===== src/rtl/core/rpv_pkg.sv =====
package rpv_pkg;

  // Byte codes that the path rules single out.
  localparam logic [7:0] ByteSlash     = 8'h2F;
  localparam logic [7:0] ByteDot       = 8'h2E;
  localparam logic [7:0] ByteBackslash = 8'h5C;
  localparam logic [7:0] ByteColon     = 8'h3A;
  localparam logic [7:0] ByteTerm      = 8'h00;
  localparam logic [7:0] CtrlLimit     = 8'h20;

  // UTF-8 class masks and their match patterns.
  localparam logic [7:0] ContMask   = 8'hC0;
  localparam logic [7:0] ContCode   = 8'h80;
  localparam logic [7:0] Lead2Mask  = 8'hE0;
  localparam logic [7:0] Lead2Code  = 8'hC0;
  localparam logic [7:0] Lead3Mask  = 8'hF0;
  localparam logic [7:0] Lead3Code  = 8'hE0;
  localparam logic [7:0] Lead4Mask  = 8'hF8;
  localparam logic [7:0] Lead4Code  = 8'hF0;

  // Held byte from the input register.
  typedef struct packed {
    logic       valid;
    logic [7:0] char_byte;
  } rpv_byte_t;

  // Verdict handed from the scanner to the output register.
  typedef struct packed {
    logic valid;
    logic path_ok;
  } rpv_verdict_t;

endpackage


===== src/rtl/core/rpv_byte_if.sv =====
interface rpv_byte_if;
  logic       valid;
  logic       ready;
  logic [7:0] char_byte;

  modport source (output valid, output char_byte, input ready);
  modport sink (input valid, input char_byte, output ready);
endinterface


===== src/rtl/core/rpv_verdict_if.sv =====
interface rpv_verdict_if;
  logic valid;
  logic ready;
  logic path_ok;

  modport source (output valid, output path_ok, input ready);
  modport sink (input valid, input path_ok, output ready);
endinterface


===== src/rtl/core/relative_path_validator.sv =====
// Channel    Dir  Payload         Transaction
// byte_i     in   char_byte[7:0]  one path byte; zero ends the path
// verdict_o  out  path_ok         one verdict per terminating zero byte
//
// One byte is taken per cycle unless a terminator waits for the output register.
// A byte waits in the input register and updates the path state as it leaves;
// a terminator's verdict is loaded into the output register at that same edge.
// Reset clears the path state and both valid flags.
// A stalled verdict keeps the next terminator in the input register, and the
// bytes behind it wait until the output register frees.
module relative_path_validator
  import rpv_pkg::*;
(
  input  logic       clk_i,
  input  logic       rst_ni,
  rpv_byte_if.sink     byte_i,
  rpv_verdict_if.source verdict_o
);

  rpv_byte_t    held;
  rpv_verdict_t verdict;
  logic         advance;
  logic         out_free;

  rpv_in_reg u_in_reg (
    .clk_i       (clk_i),
    .rst_ni      (rst_ni),
    .valid_i     (byte_i.valid),
    .char_byte_i (byte_i.char_byte),
    .ready_o     (byte_i.ready),
    .advance_i   (advance),
    .held_o      (held)
  );

  rpv_scan u_scan (
    .clk_i      (clk_i),
    .rst_ni     (rst_ni),
    .held_i     (held),
    .out_free_i (out_free),
    .advance_o  (advance),
    .verdict_o  (verdict)
  );

  rpv_out_reg u_out_reg (
    .clk_i     (clk_i),
    .rst_ni    (rst_ni),
    .verdict_i (verdict),
    .free_o    (out_free),
    .valid_o   (verdict_o.valid),
    .path_ok_o (verdict_o.path_ok),
    .ready_i   (verdict_o.ready)
  );

endmodule


===== src/rtl/core/rpv_in_reg.sv =====
module rpv_in_reg
  import rpv_pkg::*;
(
  input  logic       clk_i,
  input  logic       rst_ni,
  input  logic       valid_i,
  input  logic [7:0] char_byte_i,
  output logic       ready_o,
  input  logic       advance_i,
  output rpv_byte_t  held_o
);

  logic       valid_q;
  logic [7:0] byte_q;

  // The register takes a new transaction when empty or when its byte moves on.
  assign ready_o = !valid_q || advance_i;

  always_ff @(posedge clk_i or negedge rst_ni) begin
    if (!rst_ni) begin
      valid_q <= 1'b0;
    end else if (ready_o) begin
      valid_q <= valid_i;
    end
  end

  // Payload needs no reset.
  always_ff @(posedge clk_i) begin
    if (ready_o && valid_i) begin
      byte_q <= char_byte_i;
    end
  end

  assign held_o = '{valid: valid_q, char_byte: byte_q};

endmodule


===== src/rtl/core/rpv_scan.sv =====
module rpv_scan
  import rpv_pkg::*;
(
  input  logic         clk_i,
  input  logic         rst_ni,
  input  rpv_byte_t    held_i,
  input  logic         out_free_i,
  output logic         advance_o,
  output rpv_verdict_t verdict_o
);

  logic       rej_q, rej_d;
  logic [1:0] pend_q, pend_d;
  logic [1:0] len_q, len_d;
  logic       dots_q, dots_d;

  logic       is_term;
  logic       bad;
  logic [1:0] pend_n;
  logic [1:0] len_n;
  logic       dots_n;
  logic [7:0] b;

  assign b       = held_i.char_byte;
  assign is_term = (b == ByteTerm);

  // A path byte always moves on; a terminator waits for a free output slot.
  assign advance_o = held_i.valid && (!is_term || out_free_i);

  // Verdict from the state left by the bytes before the terminator.
  assign verdict_o.valid   = advance_o && is_term;
  assign verdict_o.path_ok = !rej_q && (len_q != 2'd0) && !((len_q == 2'd2) && dots_q)
                             && (pend_q == 2'd0);

  // Rule checks and state update for one path byte.
  always_comb begin
    bad    = (b == ByteBackslash) || (b == ByteColon) || (b < CtrlLimit);
    pend_n = pend_q;
    len_n  = len_q;
    dots_n = dots_q;

    if (pend_q != 2'd0) begin
      if ((b & ContMask) != ContCode) begin
        bad = 1'b1;
      end else begin
        pend_n = pend_q - 2'd1;
      end
    end else if (b[7]) begin
      if ((b & Lead2Mask) == Lead2Code) begin
        pend_n = 2'd1;
      end else if ((b & Lead3Mask) == Lead3Code) begin
        pend_n = 2'd2;
      end else if ((b & Lead4Mask) == Lead4Code) begin
        pend_n = 2'd3;
      end else begin
        bad = 1'b1;
      end
    end

    if (b == ByteSlash) begin
      if ((len_q == 2'd0) || ((len_q == 2'd2) && dots_q)) begin
        bad = 1'b1;
      end else begin
        len_n  = 2'd0;
        dots_n = 1'b1;
      end
    end else begin
      if (len_q != 2'd3) begin
        len_n = len_q + 2'd1;
      end
      if (b != ByteDot) begin
        dots_n = 1'b0;
      end
    end
  end

  // Next state: clear on a terminator, hold once rejected, reject on a bad byte, else step.
  always_comb begin
    rej_d  = rej_q;
    pend_d = pend_q;
    len_d  = len_q;
    dots_d = dots_q;
    if (advance_o) begin
      if (is_term) begin
        rej_d  = 1'b0;
        pend_d = 2'd0;
        len_d  = 2'd0;
        dots_d = 1'b1;
      end else if (!rej_q) begin
        if (bad) begin
          rej_d = 1'b1;
        end else begin
          pend_d = pend_n;
          len_d  = len_n;
          dots_d = dots_n;
        end
      end
    end
  end

  always_ff @(posedge clk_i or negedge rst_ni) begin
    if (!rst_ni) begin
      rej_q  <= 1'b0;
      pend_q <= 2'd0;
      len_q  <= 2'd0;
      dots_q <= 1'b1;
    end else begin
      rej_q  <= rej_d;
      pend_q <= pend_d;
      len_q  <= len_d;
      dots_q <= dots_d;
    end
  end

endmodule


===== src/rtl/core/rpv_out_reg.sv =====
module rpv_out_reg
  import rpv_pkg::*;
(
  input  logic         clk_i,
  input  logic         rst_ni,
  input  rpv_verdict_t verdict_i,
  output logic         free_o,
  output logic         valid_o,
  output logic         path_ok_o,
  input  logic         ready_i
);

  logic valid_q;
  logic ok_q;

  // The slot can load when empty or when its transaction leaves this cycle.
  assign free_o = !valid_q || ready_i;

  always_ff @(posedge clk_i or negedge rst_ni) begin
    if (!rst_ni) begin
      valid_q <= 1'b0;
    end else if (verdict_i.valid) begin
      valid_q <= 1'b1;
    end else if (ready_i) begin
      valid_q <= 1'b0;
    end
  end

  always_ff @(posedge clk_i) begin
    if (verdict_i.valid) begin
      ok_q <= verdict_i.path_ok;
    end
  end

  assign valid_o   = valid_q;
  assign path_ok_o = ok_q;

endmodule

===== src/flat_wrapper.sv =====
// flat-port wrapper written by rule: the top's interface ports become plain ports
module relative_path_validator_flat import rpv_pkg::*;
  (clk_i, rst_ni, byte_i_valid, byte_i_char_byte, byte_i_ready, verdict_o_valid, verdict_o_path_ok, verdict_o_ready);
  rpv_byte_if byte_i_i ();
  rpv_verdict_if verdict_o_i ();
  input  logic clk_i;
  input  logic rst_ni;
  input wire logic [$bits(byte_i_i.valid)-1:0] byte_i_valid;
  input wire logic [$bits(byte_i_i.char_byte)-1:0] byte_i_char_byte;
  output wire logic [$bits(byte_i_i.ready)-1:0] byte_i_ready;
  output wire logic [$bits(verdict_o_i.valid)-1:0] verdict_o_valid;
  output wire logic [$bits(verdict_o_i.path_ok)-1:0] verdict_o_path_ok;
  input wire logic [$bits(verdict_o_i.ready)-1:0] verdict_o_ready;
  assign byte_i_i.valid = byte_i_valid;
  assign byte_i_i.char_byte = byte_i_char_byte;
  assign byte_i_ready = byte_i_i.ready;
  assign verdict_o_valid = verdict_o_i.valid;
  assign verdict_o_path_ok = verdict_o_i.path_ok;
  assign verdict_o_i.ready = verdict_o_ready;
  relative_path_validator u_core (.clk_i(clk_i), .rst_ni(rst_ni), .byte_i(byte_i_i), .verdict_o(verdict_o_i));
endmodule

===== config.mk =====
export PLATFORM = sky130hd
export DESIGN_NAME = relative_path_validator_flat
export DESIGN_NICKNAME = d
export VERILOG_FILES = /design/src/rtl/core/rpv_pkg.sv /design/src/rtl/core/rpv_byte_if.sv /design/src/rtl/core/rpv_verdict_if.sv /design/src/rtl/core/relative_path_validator.sv /design/src/rtl/core/rpv_in_reg.sv /design/src/rtl/core/rpv_scan.sv /design/src/rtl/core/rpv_out_reg.sv /design/src/flat_wrapper.sv
export SDC_FILE = /design/constraint.sdc
export NUM_CORES = 1
export LEC_CHECK = 0
export ABC_AREA = 1
export BUFFER_PORTS_ARGS = -buffer_cell sky130_fd_sc_hd__buf_4
export CORE_MARGIN = 2
export CORE_UTILIZATION = 45
export DETAILED_ROUTE_END_ITERATION = 8
export PLACE_DENSITY_LB_ADDON = 0.1
export SLEW_MARGIN = 10
export SYNTH_ARGS = -nofsm -noshare
export SYNTH_HDL_FRONTEND = slang
export SYNTH_HIERARCHICAL = 1
export SYNTH_SLANG_ARGS = --single-unit

===== constraint.sdc =====
create_clock -name clk_i -period 3.1 [get_ports clk_i]
set_input_delay 0.155 -clock clk_i [delete_from_list [all_inputs] [get_ports clk_i]]
set_output_delay 0.155 -clock clk_i [all_outputs]
set_load 0.01 [all_outputs]

==> results of run 1 <==
## how the worst max path moves through the flow
stage	cells past startpoint	to	slack (ns)	start
floorplan	8	u_core/u_in_reg/byte_q[0]	1.48	u_core/u_in_reg/byte_q[5]
global placement	8	u_core/u_in_reg/byte_q[2]	1.32	u_core/u_in_reg/byte_q[5]
detailed placement	8	u_core/u_in_reg/byte_q[2]	1.24	u_core/u_in_reg/byte_q[5]
CTS	8	u_core/u_in_reg/byte_q[2]	1.23	u_core/u_in_reg/byte_q[5]
global route	8	u_core/u_in_reg/byte_q[5]	1.11	u_core/u_in_reg/byte_q[5]
finish	8	u_core/u_in_reg/byte_q[5]	1.25	u_core/u_in_reg/byte_q[5]
## timing repair
item,in CTS,in global routing
hold endpoints to repair,8,0
setup endpoints to repair,0,0
hold buffers,1,0
setup buffers,0,0
## registers in the layout (all words and copies together), names as in the netlist
name,cells
u_core/u_scan/rej_q,1
u_core/u_scan/len_q,2
u_core/u_scan/pend_q,2
u_core/u_in_reg/valid_q,1
u_core/u_out_reg/valid_o,1
u_core/u_scan/dots_q,1
u_core/u_in_reg/byte_q,8
u_core/u_out_reg/path_ok_o,1
## through the flow
step	hold slack, ns	util [%]	setup slack, ns
2_1_floorplan	-0.1406	-	1.483
3_3_place_gp	-0.01814	55.31	1.321
3_5_place_dp	-0.01786	55.31	1.243
4_1_cts	0.01317	57.31	1.231
5_1_grt	0.006196	57.31	1.109
6_report	0.03029	57.31	1.249
## cell families after synthesis
kind of cell,Yosys count,share of synthesized area [%]
buffers and inverters,22,8.846
AO/OA/AOI/OAI,5,2.564
AND/OR/NAND/NOR,77,36.41
adder cells (fa/ha/maj),3,3.847
flip-flops,17,48.33
## report_power, final
group          internal (mW)  switching [mW]  total (mW)  leakage, nW
Clock                 0.0491          0.0720       0.121       0.0139
Sequential             0.272          0.0346       0.306        0.181
Combinational         0.0646           0.101       0.165        0.389
Total                  0.385           0.207       0.593        0.584
## routing by layer
| metal | up-vias | part of all wire [%] | global-route usage, % |
|---|---|---|---|
| met5 | - | 0 | 0 |
| met1 | 342 | 48 | 20.61 |
| met4 | 0 | 0.71 | 8.559 |
| met3 | 2 | 4.8 | 4.167 |
| met2 | 15 | 47 | 24.78 |
| li1 | 419 | - | - |
## synthesized netlist by cell type, drive strengths merged
master	number
a21oi	3
edfxtp	9
ha	3
nor2	18
nand3	8
nand2	46
nand4	2
o21ai	2
buf	1
dfrtp	7
inv	21
nor3	3
dfstp	1
## final cells by class
cell class	instances	area (um^2)	share of cell area, %
clock buffers	3	22.52	1.963
inverters	21	78.83	6.870
clock inverters	1	7.507	0.6543
well taps	27	33.78	2.944
multi-input cells	85	417.9	36.42
flip-flops and latches	17	471.7	41.11
repair buffers	15	115.1	10.03
==> metrics.txt, run 1 <==
r2r setup slk=1.25 ns; Fin Setup TNS=0 ns; layout filler cell count=196; count of different cell masters after synthesis=18; number of hold violations in the final report=0; Critical Path AT=1.79 ns; synthesized net count=139; Reg2Reg Depth=8; Mapped Area=975.9 um^2; antenna violations before repair=0; Synth top area share=27.69%; fin cells=169; Critical Path Fanout Max=8; global route overflow=0; worst vdd rail ir drop=0.0003975 V; largest buffer count on any clock path=2; cts repair resizes=0; gate family responsible for the most delay along the worst path=compound AO/OA/AOI/OAI gates; total power per unit cell area=516.6 nW/um^2; vias per cell=4.604; Final Cell Area=1147 um^2; number of warnings issued by yosys=6; die width=50.57 um; Post-Syn Instances=124; ant diodes=0; hold path startpoint=byte_i_char_byte[4]; root buf cell=sky130_fd_sc_hd__clkbuf_4; pin count of the biggest net entering global routing=12; Max Cap Viol=0; Tightest Hold Check Type=in -> reg; clock sink total=17; via count of the routed design=778; final-report setup violation count=0; R2R Path Start=u_core/u_in_reg/byte_q[5]; Leak=0.5841 nW; Clk Latency, worst-skew pair=0.29 ns; Core Rows=16; first-pass iteration count of the detailed router=4; biggest area contributors in the synthesized netlist=sky130_fd_sc_hd__edfxtp_1 28%, sky130_fd_sc_hd__dfrtp_1 18%, sky130_fd_sc_hd__nand2_1 13%, sky130_fd_sc_hd__inv_1 7.7%, sky130_fd_sc_hd__nand2_2 6.4%; Power Total=592.7 uW; most frequent cell on the critical path=sky130_fd_sc_hd__nand2_2; y dimension of the die=50.57 um; Placer Congestion=0.8429; Port Buffer Count=14; drt wl/cell=10.02 um; number of DRC markers in iteration 0=12; final-report max-slew violation count=0; critical setup path kind=reg -> reg; part of the Yosys area used for sequential elements=48.33%; slew at the pin with the worst max-slew slack=0.7637 ns; placeable core region=2002 um^2; total die area=2557 um^2; worst endpoint required time=3.03 ns; Post-DP HPWL=1314 um; destination of the worst hold path=u_core/u_in_reg/byte_q[4]; Inserted Clock Buffers=3; Final period util=59.71%; critical path cell sequence=nor2_2 > nand2_2 > nor2_4 > nand2_2 > nand2_2 > inv_2 > inv_1 > a21oi_1; clock transition at the registers of the reported paths=0.10 ns; global-route wire length before repair=3029 um; total number of H-tree levels=1; setup skew after layout=0.004201 ns; layout cells sized above 1=24.65%; TritonCTS clock tree=yes; number of nets in the layout=158; Hold Path Depth=1; RSZ-0062 raised after global routing=no; initial core utilization=48.75%; type of origin of the critical path=flop; Placed Instances=164; dpl cell area=1107 um^2; All-Layer GR Usage=16.08%; R2R Path End=u_core/u_in_reg/byte_q[5]; Area growth, synth to finish=17.56%; buffer and inverter count on the worst path=2; via count of the first global-routing pass=720; result of the run=finished clean; cell taking the most area after synthesis=sky130_fd_sc_hd__edfxtp_1; commonest cells after routing, fill and taps aside=35 x sky130_fd_sc_hd__nand2_1, 20 x sky130_fd_sc_hd__inv_1, 14 x sky130_fd_sc_hd__buf_4, 14 x sky130_fd_sc_hd__nor2_1, 10 x sky130_fd_sc_hd__nand2_2; slowest CP cell=sky130_fd_sc_hd__a21oi_1; number of register bits inferred by synthesis=17; headroom to the max-slew limit=49.08%; sum of routed wire length over all layers=1694 um; count of pins on the block boundary=15; mean cell area of the mapped netlist=7.870 um^2; final critical-path required period=1.851 ns; delay of the slowest cell on the worst path=0.59 ns; type of destination of the critical path=flop; post-route ant nets=0; most common library cell in the layout ignoring fill and taps=sky130_fd_sc_hd__nand2_1; drc violations=0; Achievable Freq=540.3 MHz
No activity file was read; power rests on OpenSTA's default activity.
==> run 2: changes to the inputs <==
ABC_AREA = 0   (was 1)
clock period = 1.73 ns   (was 3.1 ns; I/O delays follow)
==> metrics.txt, run 2 <==
result of the run=finished with violations; failing checks=setup timing; initial core utilization=49.06%; R2R Path End=u_core/u_scan/len_q[1]; number of enable flip-flop cells after synthesis=9; M3 GR Usage=4.167%; total die area=2573 um^2; Leak=0.6614 nW; met2 track utilization from global routing=44.08%; Clk Latency, worst-skew pair=0.30 ns; Core Rows=16; total number of H-tree levels=1; Placer Congestion=0.8517; pre-CTS setup slack=-0.06183 ns; layout cells sized above 1=51.41%; number of warnings issued by yosys=6; R2R Path Start=u_core/u_in_reg/byte_q[7]; ranking of synthesized cells by instance count=9 x sky130_fd_sc_hd__edfxtp_1, 7 x sky130_fd_sc_hd__dfrtp_1, 7 x sky130_fd_sc_hd__nor2_1, 5 x sky130_fd_sc_hd__nand3_1; TritonCTS clock tree=yes; count of pins on the block boundary=15; crit path to=u_core/u_scan/len_q[1]; via count of the first global-routing pass=944; final-report setup violation count=7; root buf cell=sky130_fd_sc_hd__clkbuf_4; global route overflow=0; final cell utilization of the core=77.38%; number of register bits inferred by synthesis=17; drt wl/cell=16.17 um; headroom to the max-slew limit=73.74%; total power per unit cell area=576.3 nW/um^2; critical path cell sequence=nor4_4 > nand2_2 > buf_4 > buf_4 > and3_1 > o21ai_0 > nand3_2; vias per cell=5.769; number of nets in the layout=158; most flop-heavy register=u_core/u_in_reg/byte_q; most common library cell in the layout ignoring fill and taps=sky130_fd_sc_hd__buf_4; ant diodes=0; y dimension of the die=50.72 um; final worst setup slack=-0.1216 ns; largest registers=u_core/u_in_reg/byte_q x8, u_core/u_scan/len_q x2, u_core/u_scan/pend_q x2; sum of routed wire length over all layers=2732 um; pin count of the biggest net entering global routing=11; proportion of register bits with asynchronous set or reset after synthesis=47.06%; Final period util=107.0%; buffer and inverter count on the worst path=2; routing usage on met1=24.33%; post-route ant nets=0; number of DRC markers in iteration 0=50; All-Layer GR Usage=22.38%; most frequent cell on the critical path=sky130_fd_sc_hd__buf_4; Achievable Freq=540.1 MHz; die width=50.72 um; synthesized net count=104; ys flop type=sky130_fd_sc_hd__edfxtp_1; largest buffer count on any clock path=2; via count of the routed design=975; commonest cells after routing, fill and taps aside=35 x sky130_fd_sc_hd__buf_4, 10 x sky130_fd_sc_hd__dlygate4sd3_1, 9 x sky130_fd_sc_hd__edfxtp_1; Tightest Hold Check Type=in -> reg; antenna violations before repair=0; Inserted Clock Buffers=3; Setup crit start=u_core/u_in_reg/byte_q[7]; RSZ-0062 raised after global routing=yes; busiest metal layer after global routing=met2; type of destination of the critical path=flop; worst vdd rail ir drop=0.0005014 V; Power Total=892.8 uW; number of hold violations in the final report=0; delay of the slowest cell on the worst path=0.44 ns; biggest area contributors in the synthesized netlist=sky130_fd_sc_hd__edfxtp_1 28%, sky130_fd_sc_hd__dfrtp_1 18%, sky130_fd_sc_hd__ha_1 3.8%, sky130_fd_sc_hd__nand2b_4 2.8%, sky130_fd_sc_hd__dfstp_2 2.7%; Area growth, synth to finish=57.71%; number of flip-flops in the largest register=8; Critical Path Fanout Max=7; cell taking the most area after synthesis=sky130_fd_sc_hd__edfxtp_1; Mapped Area=982.2 um^2; mean cell area of the mapped netlist=11.04 um^2; placeable core region=2002 um^2; count of different cell masters after synthesis=41; slew at the pin with the worst max-slew slack=0.3923 ns; Synth top area share=27.52%; Critical Path AT=2.04 ns; slowest CP cell=sky130_fd_sc_hd__edfxtp_1; library cell with the highest instance count after synthesis=sky130_fd_sc_hd__edfxtp_1; Post-Syn Instances=89; Max Cap Viol=0; part of the Yosys area used for sequential elements=48.03%; Reg2Reg Depth=7; drc violations=0; final-report max-slew violation count=0; r2r setup slk=-0.12 ns; clock transition at the registers of the reported paths=0.10 ns; Port Buffer Count=14; Post-DP HPWL=1592 um; type of origin of the critical path=flop; worst endpoint required time=1.92 ns; setup skew after layout=0.003180 ns; first-pass iteration count of the detailed router=4; gate family responsible for the most delay along the worst path=simple AND/OR/NAND/NOR gates; final critical-path required period=1.852 ns; total stage count of the critical path=7; clock sink total=17; global-route wire length before repair=4229 um; critical setup path kind=reg -> reg
==> run 2: metal layers <==
metal  up-vias  routed length (um)
met5         -                   0
met4         0                 106
met3        10                 168
met2        51                1443
met1       469                1014
li1        445                   -
==> run 2: cells by family (layout without fill, tap and decap cells) <==
kind of cell               Yosys count  in the layout  synth area share, %
buffers and inverters                7             59                4.586
AOI/OAI and AO/OA                   17             17                12.10
DFF                                 17             17                48.03
and+or+nand+nor                     44             45                30.45
adders and majority gates            3              3                3.822
muxes                                1              1                1.019
==> run 2: how the worst min path moves through the flow <==
| stage | startpoint | endpoint | cells past startpoint |
|---|---|---|---|
| CTS | verdict_o_ready | u_core/u_out_reg/valid_o | 3 |
| finish | verdict_o_ready | u_core/u_out_reg/valid_o | 3 |
| floorplan | rst_ni | u_core/u_in_reg/valid_q | 0 |
| global placement | rst_ni | u_core/u_scan/pend_q[0] | 1 |
| global route | verdict_o_ready | u_core/u_out_reg/valid_o | 3 |
| detailed placement | rst_ni | u_core/u_scan/pend_q[0] | 1 |
==> run 2: layout make-up <==
class | count | area [um^2]
multi-input combinational | 66 | 570.5
sequential | 17 | 471.7
fill | 133 | 452.9
timing repair buffer | 51 | 430.4
tap | 27 | 33.78
clock buffer | 3 | 22.52
inverter | 4 | 15.01
clock inverter | 1 | 5.005
==> run 2: what timing repair did <==
item                                    in CTS  in global routing
hold endpoints to repair                    17                  0
pin swaps                                   10                  8
resized for setup                            9                 13
endpoints found under the setup margin      16                 18
setup buffers                               12                  6
hold buffers                                10                  0
gates cloned                                 1                  0
==> run 2: worst min-delay path: stages <==
cell,delay (ns)
sky130_fd_sc_hd__buf_4,0.08
sky130_fd_sc_hd__nand2b_4,0.12
sky130_fd_sc_hd__nand2b_2,0.05
==> run 2: per-stage QoR <==
| stage | hold WS (ns) | setup TNS [ns] | cell area [um^2] | instances |
|---|---|---|---|---|
| floorplan | -0.2091 | -0.04874 | 998.5 | 89 |
| global route | 0.07021 | -1.726 | 1549 | 169 |
| global placement | -0.08617 | -0.07136 | 1190 | 138 |
| finish | 0.06561 | -0.6675 | 1549 | 169 |
| CTS | 0.07403 | -0.5808 | 1445 | 163 |
| detailed placement | -0.08394 | -0.3520 | 1190 | 138 |
==> run 2: report_power, final <==
group / internal (mW) / switching [mW] / leakage [nW] / total, mW
Clock: 0.0864 / 0.137 / 0.0177 / 0.223
Sequential: 0.458 / 0.0280 / 0.169 / 0.486
Combinational: 0.110 / 0.0732 / 0.475 / 0.183
Total: 0.654 / 0.238 / 0.661 / 0.893
==> run 3: changes to the inputs <==
CAP_MARGIN = 15   (was default)
clock period = 1.75 ns   (was 1.73 ns; I/O delays follow)
==> metrics.txt, run 3 (synthesis gave the netlist of run 2 again) <==
drt wl/cell=14.29 um; Placed Instances=138; commonest cells after routing, fill and taps aside=29 x sky130_fd_sc_hd__buf_4, 10 x sky130_fd_sc_hd__dlygate4sd3_1, 9 x sky130_fd_sc_hd__edfxtp_1; number of hold violations in the final report=0; Post-DP HPWL=1531 um; Inserted Clock Buffers=3; crit path to=u_core/u_scan/dots_q; total stage count of the critical path=5; All-Layer GR Usage=19.70%; slew at the pin with the worst max-slew slack=0.3606 ns; clock sink total=17; dpl cell area=1190 um^2; slowest CP cell=sky130_fd_sc_hd__or4_4; Leak=0.6202 nW; Power Total=848.6 uW; layout filler cell count=147; number of nets in the layout=150; Achievable Freq=558.6 MHz; RSZ-0062 raised after global routing=yes; R2R Path End=u_core/u_scan/dots_q; Critical Path Fanout Max=5; total die area=2573 um^2; failing checks=setup timing; number of DRC markers in iteration 0=15; delay of the slowest cell on the worst path=0.56 ns; via count of the routed design=877; antenna violations before repair=0; drc violations=0; most common library cell in the layout ignoring fill and taps=sky130_fd_sc_hd__buf_4; root buf cell=sky130_fd_sc_hd__clkbuf_4; Port Buffer Count=14; gate family responsible for the most delay along the worst path=simple AND/OR/NAND/NOR gates; critical setup path kind=reg -> reg; largest registers=u_core/u_in_reg/byte_q x8, u_core/u_scan/len_q x2, u_core/u_scan/pend_q x2; logic gate share of total power=18.0%; type of destination of the critical path=flop; buffer and inverter count on the worst path=0; clock share of power=25.2%; r2r setup slk=-0.04 ns; placeable core region=2002 um^2; worst endpoint required time=1.98 ns; final-report max-slew violation count=0; post-route ant nets=0; sequential group share of total power=56.7%; switching part of the total power=25.61%; vias per cell=5.447; final hold slack=0.08172 ns; headroom to the max-slew limit=75.87%; pre-CTS setup slack=-0.03651 ns; count of pins on the block boundary=15; Psw=217.4 uW; number of flip-flops in the largest register=8; Reg2Reg Depth=5; first-pass iteration count of the detailed router=4; largest buffer count on any clock path=2; fin cells=161; Fin Setup TNS=-0.1272 ns; sum of routed wire length over all layers=2300 um; Final period util=102.3%; layout cells sized above 1=49.25%; most flop-heavy register=u_core/u_in_reg/byte_q; ant diodes=0; result of the run=finished with violations; Core Rows=16; Tightest Hold Check Type=in -> reg; setup skew after layout=0.001731 ns; y dimension of the die=50.72 um; pin count of the biggest net entering global routing=12; final critical-path required period=1.790 ns; worst vdd rail ir drop=0.0005376 V; Clk Latency, worst-skew pair=0.29 ns; Critical Path AT=2.02 ns; R2R Path Start=u_core/u_in_reg/byte_q[2]; Final Cell Area=1481 um^2; final-report setup violation count=5; type of origin of the critical path=flop; initial core utilization=49.06%; clock transition at the registers of the reported paths=0.10 ns; Placer Congestion=0.8674; cell-internal power=631.3 uW; global-route wire length before repair=3774 um; Setup crit start=u_core/u_in_reg/byte_q[2]; total power per unit cell area=572.9 nW/um^2; die width=50.72 um; Area growth, synth to finish=50.83%; final worst setup slack=-0.04032 ns; TritonCTS clock tree=yes; via count of the first global-routing pass=865; Max Cap Viol=0; global route overflow=0; final cell utilization of the core=74.00%; critical path cell sequence=or4_4 > o22ai_4 > nor4b_4 > a21o_2 > o21a_1; total number of H-tree levels=1
run 3: cell types whose count changed in the layout (fill, tap and decap cells not counted), sizes merged:
cell	change
clkinv	-1
clkinvlp	+1
buf	-8
run 3: worst min-delay path by stage:
| stage | start | to | slack, ns | cells past startpoint |
|---|---|---|---|---|
| 2_1_floorplan | rst_ni | u_core/u_in_reg/valid_q | -0.21 | 0 |
| 3_3_place_gp | rst_ni | u_core/u_scan/pend_q[1] | -0.09 | 1 |
| 3_5_place_dp | rst_ni | u_core/u_scan/pend_q[0] | -0.08 | 1 |
| 4_1_cts | verdict_o_ready | u_core/u_out_reg/valid_o | 0.08 | 3 |
| 5_1_grt | verdict_o_ready | u_core/u_out_reg/valid_o | 0.1 | 3 |
| 6_report | verdict_o_ready | u_core/u_out_reg/valid_o | 0.08 | 3 |
run 3: repair_timing:
item,CTS,global route
cloned,1,0
hold buffers,10,0
gates resized for setup,5,15
endpoints found under the setup margin,15,15
endpoints found under the hold margin,17,0
pin swaps,3,12
setup buffers,5,3
run 3: metal layers:
metal | track usage (%) | part of all wire (%) | wire [um]
met1 | 23.33 | 42 | 959
met2 | 36.18 | 52 | 1194
met3 | 5.357 | 5.7 | 132
met4 | 2.703 | 0.57 | 13
met5 | 0 | 0 | 0
run 3: layout make-up:
| type | instances | area (um^2) | area share (%) |
|---|---|---|---|
| timing repair buffer | 43 | 362.8 | 24.49 |
| clock inverter | 1 | 7.507 | 0.5068 |
| sequential | 17 | 471.7 | 31.84 |
| clock buffer | 3 | 22.52 | 1.520 |
| inverter | 4 | 15.01 | 1.014 |
| multi-input combinational | 66 | 568.0 | 38.34 |
| tap | 27 | 33.78 | 2.280 |
run 3: worst min-delay path: stages:
cell                       delay (ns)
sky130_fd_sc_hd__buf_4           0.08
sky130_fd_sc_hd__nand2b_4        0.13
sky130_fd_sc_hd__nand2b_2        0.05
run 3: power groups by stage:
stage | Sequential, mW | Combinational (mW) | Clock, mW
finish | 0.481 | 0.153 | 0.214
global route | 0.486 | 0.166 | 0.237
CTS | 0.479 | 0.143 | 0.222
detailed placement | 0.491 | 0.107 | 0
global placement | 0.490 | 0.106 | 0
floorplan | 0.481 | 0.0643 | 0
